`src/bmcc_pkg.sv`:
```
// Shared constants, register index codes and divider status type for the coulomb counter.
package bmcc_pkg;

  // configuration register reset values
  localparam logic [15:0] CUR_ALPHA_RST  = 16'd50817;
  localparam logic [15:0] VOLT_ALPHA_RST = 16'd28556;
  localparam logic [15:0] SLOW_ALPHA_RST = 16'd65208;
  localparam logic [23:0] CUR_GAIN_RST   = 24'd5045760;
  localparam logic [23:0] VOLT_GAIN_RST  = 24'd281274;
  localparam logic [15:0] CAP_MAH_RST    = 16'd4500;
  localparam logic [15:0] LOW_HI_MV_RST  = 16'd11500;
  localparam logic [15:0] LOW_LO_MV_RST  = 16'd8000;

  // sequencing and scaling constants
  localparam logic [7:0]  SETTLE_TICKS   = 8'd255;
  localparam logic [7:0]  CALIB_SAMPLES  = 8'd128;
  localparam logic [31:0] ARM_TICKS      = 32'd15000;
  localparam logic signed [39:0] SLOW_V_RST = 40'sd1101004800; // 16800 mV in Q24.16
  localparam logic [39:0] TICKS_PER_MAH  = 40'd360000;
  localparam logic [13:0] PCT_FULL       = 14'd10000;
  localparam logic [17:0] PCT_SCALE      = 18'd10000;

  // reciprocals for the constant divisions
  localparam logic [39:0] RECIP_1000     = 40'd549755814;    // ceil(2^36/125), on n/8
  localparam logic [39:0] RECIP_360      = 40'd48867183457;  // ceil(2^41/45), on n/8
  localparam logic [48:0] USED_SAT_ABS   = 49'd773094113280; // 360 * 2^31

  // shared divider sizing
  localparam int DIV_DVD_W = 49;
  localparam int DIV_DVS_W = 35;

  typedef enum logic [2:0] {
    CFG_CUR_ALPHA  = 3'd0,
    CFG_VOLT_ALPHA = 3'd1,
    CFG_SLOW_ALPHA = 3'd2,
    CFG_CUR_GAIN   = 3'd3,
    CFG_VOLT_GAIN  = 3'd4,
    CFG_CAP_MAH    = 3'd5,
    CFG_LOW_HI_MV  = 3'd6,
    CFG_LOW_LO_MV  = 3'd7
  } cfg_idx_t;

  typedef struct packed {
    logic busy;
    logic done;
  } div_stat_t;

endpackage

```
`src/bmcc_div.sv`:
```
// Radix-2 restoring unsigned divider, one quotient bit per cycle.
module bmcc_div #(
  parameter int DVD_W = bmcc_pkg::DIV_DVD_W,
  parameter int DVS_W = bmcc_pkg::DIV_DVS_W
) (
  input  logic                clk,
  input  logic                rst_n,
  input  logic                start,
  input  logic [DVD_W-1:0]    dividend,
  input  logic [DVS_W-1:0]    divisor,
  output logic [DVD_W-1:0]    quotient,
  output bmcc_pkg::div_stat_t stat
);

  localparam int CNT_W = $clog2(DVD_W + 1);

  logic             busy_r;
  logic             done_r;
  logic [CNT_W-1:0] cnt_r;
  logic [DVS_W-1:0] rem_r;
  logic [DVS_W-1:0] dvs_r;
  logic [DVD_W-1:0] dq_r;   // dividend shifts out, quotient shifts in
  logic [DVS_W:0]   rem_sh;
  logic [DVS_W:0]   rem_sub;
  logic             ge;

  always_comb begin
    rem_sh  = {rem_r, dq_r[DVD_W-1]};
    ge      = rem_sh >= {1'b0, dvs_r};
    rem_sub = ge ? (rem_sh - {1'b0, dvs_r}) : rem_sh;
  end

  always_ff @(posedge clk) begin
    if (!rst_n) begin
      busy_r <= 1'b0;
      done_r <= 1'b0;
      cnt_r  <= '0;
    end else begin
      done_r <= 1'b0;
      if (start) begin
        busy_r <= 1'b1;
        cnt_r  <= CNT_W'(DVD_W);
      end else if (busy_r) begin
        cnt_r <= cnt_r - 1'b1;
        if (cnt_r == CNT_W'(1)) begin
          busy_r <= 1'b0;
          done_r <= 1'b1;
        end
      end
    end
  end

  always_ff @(posedge clk) begin
    if (start) begin
      rem_r <= '0;
      dq_r  <= dividend;
      dvs_r <= divisor;
    end else if (busy_r) begin
      rem_r <= rem_sub[DVS_W-1:0];
      dq_r  <= {dq_r[DVD_W-2:0], ge};
    end
  end

  assign quotient  = dq_r;
  assign stat.busy = busy_r;
  assign stat.done = done_r;

endmodule

```
`config.mk`:
```
export PLATFORM = sky130hd
export DESIGN_NAME = bmcc_div
export DESIGN_NICKNAME = d
export VERILOG_FILES = /design/src/bmcc_pkg.sv /design/src/bmcc_div.sv
export SDC_FILE = /design/constraint.sdc
export NUM_CORES = 1
export LEC_CHECK = 0
export ABC_AREA = 0
export BUFFER_PORTS_ARGS = -buffer_cell sky130_fd_sc_hd__buf_2
export CAP_MARGIN = 20
export CORE_ASPECT_RATIO = 2
export CORE_UTILIZATION = 60
export CTS_CLUSTER_DIAMETER = 120
export DETAILED_ROUTE_END_ITERATION = 10
export PLACE_DENSITY = 0.86
export SETUP_SLACK_MARGIN = 0.05
export SLEW_MARGIN = 40
export SYNTH_ARGS = -nofsm -noshare
export SYNTH_HDL_FRONTEND = slang
export SYNTH_SLANG_ARGS = --single-unit
export TNS_END_PERCENT = 20
```
`constraint.sdc`:
```
create_clock -name clk -period 7 [get_ports clk]
set_input_delay 1.05 -clock clk [delete_from_list [all_inputs] [get_ports clk]]
set_output_delay 1.05 -clock clk [all_outputs]
set_load 0.005 [all_outputs]
```
* Word level (Yosys, flattened, before mapping)
Index checks and enable logic that the tools add are counted.
Cells by class: order comparisons 1, muxes and demuxes 9, bitwise logic cells 2, reduce and logical (&&, ||, !) cells 3, equality and inequality tests 1, add/sub/neg operators 2
Operators by type and width (number):
- $mux 49 | 2
- $ge 36x35->1 | 1
- $mux 35 | 1
- $sub 35x35->35 | 1
- $mux 6 | 2
- $eq 6x1->1 const B | 1
- $sub 6x1->6 const B | 1
- $mux 1 | 4
- $reduce_or 3->1 | 1
- $not 1->1 | 2
- $reduce_bool 2->1 | 1
- $reduce_or 2->1 | 1
Storage, ports and cells: output and inout port bits 51, word-level logic and storage cells 25, input port bits 87, register bits 127

* Longest topological paths before layout
Gate-level depths: netlist of the first run.
word-level depth 4, depth in mapped cells 13, gate-level depth less buffers 11

* Worst setup path before layout of the first run
Ideal clock, no wire load.
path kind input-to-reg, start point in start, end point reg dq_r[0] (netlist: quotient[0]) (enable), arrival time 2.553 ns, library setup time 0.403 ns, stages on the path 4, data required time 6.597 ns, slack 4.044 ns, path buffers 2, cell sequence clkbuf_1 -> nor2_1 -> clkbuf_1 -> inv_1
Between the ends: longest elaborated chain between the ends 1
RTL lines:
- start, declared | line bmcc_div.sv:8 | input logic start,
- $reduce_bool 2->1 (no source line)
- end signal, assigned | line bmcc_div.sv:56 | dq_r <= dividend;
- end signal, assigned | line bmcc_div.sv:60 | dq_r <= {dq_r[DVD_W-2:0], ge};
- end, declared | line bmcc_div.sv:22 | logic [DVD_W-1:0] dq_r;
Every way passes these cells. A chain may end at the register's enable or synchronous reset.

* Worst setup path after layout of the first run
start point reg dq_r[48] (netlist: quotient[48]), end point reg rem_r[9]
Between the ends: longest elaborated chain between the ends 2, elaborated cells on any way between the ends 3, classes of those cells add/sub: 1; order compare: 1; mux: 1
RTL lines:
- $sub 35x35->35 or $ge 36x35->1 (tied branches) | line bmcc_div.sv:30, bmcc_div.sv:29
- $mux 35 * | line bmcc_div.sv:30 | rem_sub = ge ? (rem_sh - {1'b0, dvs_r}) : rem_sh;
- end signal, assigned | line bmcc_div.sv:59 | rem_r <= rem_sub[DVS_W-1:0];
- end, declared | line bmcc_div.sv:20 | logic [DVS_W-1:0] rem_r;
Mark *: on every way between the ends. The rest lies on a longest branch, timed or not.

==> results of run 1 <==
[cell usage in the layout (no fill, tap or decap), types with 3 or more instances in the layout]
master      instances
buf_2             136
edfxtp_1           84
nand2_1            58
inv_1              56
nor2_1             54
mux2_2             50
dfxtp_1            43
ha_1               37
a21oi_1            36
o21ai_0            31
mux2i_1            21
a211oi_1           18
clkbuf_16          17
nand3_1            15
xnor2_1            15
a311oi_1           13
a21o_1             13
nand4_1            10
xor2_1             10
nor3_1              9
nand2b_1            7
a31oi_1             6
inv_6               6
a32oi_1             5
or3_1               5
o21a_1              5
buf_4               5
and3_1              4
o211ai_1            4
o21bai_1            4
or2_2               4
a211o_1             3
a311o_1             3
o31ai_1             3
nor2b_1             3
a21boi_0            3
clkinvlp_4          3
[layout make-up]
cell class	instances	area [um2]
Clock buffer	17	425
Clock inverter	15	149
Fill cell	814	3180
Inverter	57	216
Multi-Input combinational cell	479	3430
Sequential cell	127	3380
Tap cell	145	181
Timing Repair Buffer	142	729
[power groups by stage]
stage	logic, W	clock network, W	registers [W]
global route	0.000512	0.000896	0.000926
detailed placement	0.000457	0	0.000932
finish	0.000469	0.000862	0.000919
floorplan	0.000323	0	0.000926
global placement	0.000436	0	0.000929
CTS	0.000463	0.000873	0.000919
[worst min-delay path: stages (launching register included)]
cell and delay, ns:
dfxtp_1 0.32, nand2_1 0.06, a311oi_1 0.07
[cells by family after synthesis]
| logic type | count (synthesis) |
|---|---|
| multiplexers | 71 |
| AND/OR/NAND/NOR | 182 |
| XOR/XNOR | 25 |
| AO/OA/AOI/OAI | 163 |
| buffers and inverters | 88 |
| adder cells (fa/ha/maj) | 38 |
| flip-flops | 127 |
[flip-flops by register name, indices dropped and copies added (netlist names)]
register / cells
quotient: 49
busy_r: 1
cnt_r: 6
rem_r: 35
done_r: 1
dvs_r: 35
[per-layer routing]
layer / GRT usage [%] / wire length (um) / vias to the layer above
li1: - / - / 2815
met5: 0 / 0 / -
met3: 6.49 / 1030 / 79
met1: 29.5 / 6250 / 2894
met2: 56.8 / 10100 / 279
met4: 20.9 / 884 / 0
[worst max path at each step]
stage          depth (start not counted)  slack [ns]      endpoint
5_1_grt                               12        3.25      rem_r[9]
6_report                              12        3.65      rem_r[9]
3_5_place_dp                          12        3.69      rem_r[9]
2_1_floorplan                          4        4.04   quotient[0]
4_1_cts                               12        3.65      rem_r[9]
3_3_place_gp                           4        3.65  quotient[42]
[metrics by stage]
stage,utilization (%),instances,power (W),area (um2),hold slack (ns)
final,72.8,982,0.00225,8520,0.489
after global routing,72.8,982,0.00233,8520,0.513
after CTS,72.8,982,0.00225,8510,0.490
after detailed placement,67.8,950,0.00139,7940,0.490
after global placement,67.8,950,0.00137,7940,0.479
after floorplan,-,694,0.00125,7200,0.453
==> impl_results.md, run 1 <==
- Flop-to-flop setup slack: 3.65 ns
- Post-Syn Area: just over 7000 um2
- Mux cell area share after synthesis: 10.7%
- Num CTS Buffers: 17
- Setup TNS: 0 ns
- H-tree level count: 4
- CTS tree: built
- Reg2reg end: rem_r[9]
- Top FF cell, synth: edfxtp_1
- Root Buffer: clkbuf_16
- CP bufs+invs: 2
- Reg2reg start: quotient[48]
- Clock Skew: about 0.012 ns
- Peak VDD IR: ~0.0002 V
- Total clock sinks: 127
- Port Buffer Count: about 140
- Synth Area in Compound Gates: between 10% and 20%
- Die Span X: 79.5 um
- First-pass GRT wire length: ~30000 um
- Initial Util: between 60% and 70%
- Reg power frac: 40.9%
- RSZ-0062 raised after global routing: no
- Syn Inst Count: slightly below 700
- Vias: 6067
- DR WL/cell: between 15 and 20 um
- Clock power share: a little under two fifths
- DPL Wire Length: roughly 13000 um
- Hold depth: 2
- DR pass1 iterations: 7
- Netlist cell types: between 50 and 60
- Worst Tran Pin Value: around 0.67 ns
- Total grt overflow: 0
- Largest family of logic cells by synthesized area: compound AO/OA/AOI/OAI gates
- Synth Register Bits: 127
- PnR worst setup slack: 3.65 ns
- Final WL: roughly 18000 um
- Slew HR: around 55%
- Status: complete, no violations
- Mean Syn Cell Area: 10.4 um2
- Cell taking the most area after synthesis: edfxtp_1
- Detailed Route Iter0 Violations: 441
- Clk buf depth: 2
- Vias in the first global route: about 6500
- Core box area: approximately 12000 um2
- Ys Warns: 0
- Std-Cell Rows: 56
- CTS Hold Bufs: 0
- Pwr Density: ~260 nW/um2
- Max Cap Viol: 0
- Fmax: 298 MHz
- Post-layout minimum cycle time: about 3.4 ns
- Combinational Power Share: 20.8%
- Crit path max fanout: 21
- Setup Viol. Count Final: 0
- Post-synth top area share: a little over a third
- Fin crit share: about 48%
- DRT antenna net count: 0
- Hold Crit Start: rem_r[17]
- Hold Path Class: flip-flop to flip-flop
- Commonest cells in the netlist: 84 x edfxtp_1, 58 x nand2_1, 57 x inv_1, 54 x nor2_1, 50 x mux2_2
- Synth Area in Simple Gates: about an eighth
- Nets: 949
- Die Area: between 10000 and 15000 um2
- Sequential cell area fraction in the yosys report: a little under half
- P_sw: 0.000674 W
- N_diodes: 0
- Cell chain of the critical path: inv_1 -> ha_1 -> fa_1 -> nand2b_1 -> a21oi_1 -> o211ai_1 -> a21bo_2 -> nand2_2 -> a21o_1 -> buf_4 -> o311ai_1 -> a311oi_1
- Fin. Hold Viols: 0
- Pre-CTS setup slack: about 3.7 ns
- Crit end category: flip-flop
- Largest net degree at the start of global routing: just under 80
- CP top delay family: compound AO/OA/AOI/OAI gates
- Ratio of cells with drive above 1 in the final layout: 28.3%
- GP Congestion: 0.934
- PostCTS Resize Cnt: 0
- Asr flop ratio synth: 0%
- Crit-path slowest cell: buf_4
- Initial antenna violation count: 0
- Synth area leaders: edfxtp_1 35%, dfxtp_1 12%, mux2_2 7.8%
- Setup Buffers After CTS: 0
- Syn Nets: 819
- Worst skew pair latency: roughly 0.42 ns
- Required time of the critical path: 7.31 ns
- Max-slew violations: 0
- Internal power: roughly 0.0016 W
- I/O pins: roughly 140
- Leakage: ~3.7 nW
- Hold Path Sink: rem_r[18]
- Max incr delay on CP: around 0.4 ns
- Vias/cell: between 6 and 7
- Most frequent cell after synthesis: edfxtp_1
- EDFF count, synth: 84
- Post-Synth Adder-Cell Area: between 6 and 7%
- XOR/XNOR Fraction of Synth Area: just over 3%
- Startpoint Class: flip-flop
- Crit Path Class: flip-flop to flip-flop
- GR Util All Layers: 30.8%
- Die height: roughly 160 um
- DRC: 0
- R2R depth: 12
- Worst setup path start: quotient[48]
- Crit path DAT: between 3 and 4 ns
- Synth-to-Final Area Change: 18.3%
- Clock transition at path regs: around 0.060 ns
- Switch share: 30.0%
Power figures use the tool's default switching activity.
==> inputs of run 2 (changes only) <==
CORE_UTILIZATION = 56   (was 60)
PLACE_DENSITY = 0.81   (was 0.86)
clock period = 3.14 ns   (was 7 ns; I/O delays follow)
==> impl_results.md, run 2 (synthesis results as in run 1) <==
- Status: complete, no violations
- DRC: 0 (unchanged)
- Final WL: 17900 um (-2.0%)
- Std-Cell Rows: 58 (+3.6%)
- Setup Viol. Count Final: 0 (unchanged)
- Required time of the critical path: 3.47 ns (-3.84 ns)
- Die height: 162 um (+3.5%)
- Nets: 955 (+0.63%)
- Fillers: 929 (+14%)
- Vias in the first global route: 6370 (-1.5%)
- H-tree level count: 4 (unchanged)
- Vias/cell: 6.02 (-2.6%)
- DR pass1 iterations: 4 (-3)
- Fmax: 346 MHz (+16%)
- Total clock sinks: 127 (unchanged)
- Leakage: 3.74 nW (+1.4%)
- Num CTS Buffers: 17 (unchanged)
- DPL Wire Length: 13100 um (-1.0%)
- RSZ-0062 raised after global routing: no
- First-pass GRT wire length: 29200 um (-0.40%)
- Crit Path Class: flip-flop to flip-flop
- Fin. Hold Viols: 0 (unchanged)
- Detailed Route Iter0 Violations: 372 (-16%)
- Peak VDD IR: 0.000450 V (+120%)
- Initial Util: 57.4% (-4.2 points)
- Initial antenna violation count: 0 (unchanged)
- Ratio of cells with drive above 1 in the final layout: 28.8% (+0.51 points)
- Largest net degree at the start of global routing: 58 (-25%)
- Flop-to-flop setup slack: 0.25 ns (-3.40 ns)
- Core box area: 12600 um2 (+7.3%)
- I/O pins: 138 (unchanged)
- Max-slew violations: 0 (unchanged)
- Met3 Use GR: 6.11% (-0.39 points)
- Clk buf depth: 2 (unchanged)
- Setup Buffers After CTS: 0 (unchanged)
- Max Cap Viol: 0 (unchanged)
- Crit end category: flip-flop
- Final instance count without filler cells: 993 (+1.1%)
- R2R depth: 8 (-4)
- Startpoint Class: flip-flop
- Fin crit share: 92.1% (+44 points)
- Port Buffer Count: 137 (unchanged)
- Vias: 5975 (-1.5%)
- Crit path max fanout: 10 (-52%)
- Met1 Usage GRT: 28.5% (-1.0 points)
- Clock transition at path regs: 0.06 ns (about the same)
- Crit path to: rem_r[29]
- Met2 Usage GRT: 52.4% (-4.4 points)
- N_diodes: 0 (unchanged)
- Crit path DAT: 3.23 ns (-0.44 ns)
- Root Buffer: clkbuf_16
- Gr busiest metal: met2
- Die Area: 13300 um2 (+7.0%)
- Synth-to-Final Area Change: 19.6%
- Slew HR: 52.8% (-2.4 points)
- Placed instance count: 961 (+1.2%)
- CTS tree: built
- Clock Skew: 0.0108 ns (-0.00163 ns)
- Setup TNS: 0 ns (unchanged)
- Most common cell after layout, fill and taps aside: buf_2
- Reg2reg start: dvs_r[16]
- GR Util All Layers: 28.8% (-2.0 points)
- CTS Hold Bufs: 0 (unchanged)
- Hold Path Class: input pin to flip-flop
- Total grt overflow: 0 (unchanged)
- DRT antenna net count: 0 (unchanged)
- PostCTS Resize Cnt: 0 (unchanged)
- Post-layout minimum cycle time: 2.89 ns (-0.460 ns)
- Max reg flops: 49 (unchanged)
- Die Span X: 82.2 um (+3.4%)
- Pwr Density: 601 nW/um2 (+130%)
- Utilization after layout: 68.6% (-4.2 points)
- Worst Tran Pin Value: 0.703 ns (+0.0318 ns)
- GP Congestion: 0.950 (+1.7%)
- Reg2reg end: rem_r[29]
- Most frequent cells in the layout: 136 x buf_2, 84 x edfxtp_1, 58 x nand2_1, 56 x inv_1, 54 x nor2_1
- Worst skew pair latency: 0.42 ns (about the same)
- Worst setup path start: dvs_r[16]
- DR WL/cell: 18.0 um (-3.1%)
==> run 2: how the worst min path moves through the flow <==
stage	startpoint	endpoint	slack, ns	depth (start not counted)
after floorplan	rem_r[13]	rem_r[13]	0.45	2
after global placement	rem_r[16]	rem_r[16]	0.47	2
after detailed placement	rem_r[24]	rem_r[24]	0.48	2
after CTS	divisor[12]	dvs_r[12]	0.22	1
after global routing	divisor[28]	dvs_r[28]	0.21	1
final	divisor[12]	dvs_r[12]	0.22	1
==> run 2: metrics by stage <==
stage	area [um2]	power, W	hold slack (ns)	setup WS (ns)
after floorplan	7200	0.00278	0.453	0.472
after global placement	8000	0.00307	0.470	0.321
after detailed placement	8000	0.00311	0.483	0.246
after CTS	8610	0.00518	0.221	0.228
after global routing	8610	0.00538	0.214	0.0786
final	8610	0.00518	0.223	0.247
==> run 2: worst max-delay path, cell delays in order, from the launching register on <==
cell      delay (ns)
edfxtp_1        0.33
inv_1           0.05
ha_1            0.49
nand2_1         0.19
o21ai_0         0.52
a21oi_1         0.18
a311o_1         0.40
a311o_1         0.40
a311oi_1        0.25
==> run 2: where the power goes <==
group	switching (W)	leakage [nW]	internal [W]
combinational	0.000602	2.25	0.000456
sequential	0.0000879	1.19	0.00196
clock	0.000809	0.294	0.00127
total	0.00150	3.74	0.00368
==> run 2: cell type report <==
cell class	count	area [um2]	area share [%]
Multi-Input combinational cell	479	3430	39.9
Tap cell	150	188	2.18
Timing Repair Buffer	148	783	9.09
Clock buffer	18	429	4.98
Inverter	57	214	2.48
Clock inverter	14	183	2.12
Sequential cell	127	3380	39.3
==> run 2: per-layer routing <==
metal | wire length [um] | vias to the layer above | part of all wire, %
li1 | - | 2827 | -
met1 | 6220 | 2816 | 35
met2 | 9860 | 262 | 55
met3 | 1040 | 70 | 5.8
met4 | 784 | 0 | 4.4
met5 | 0 | - | 0
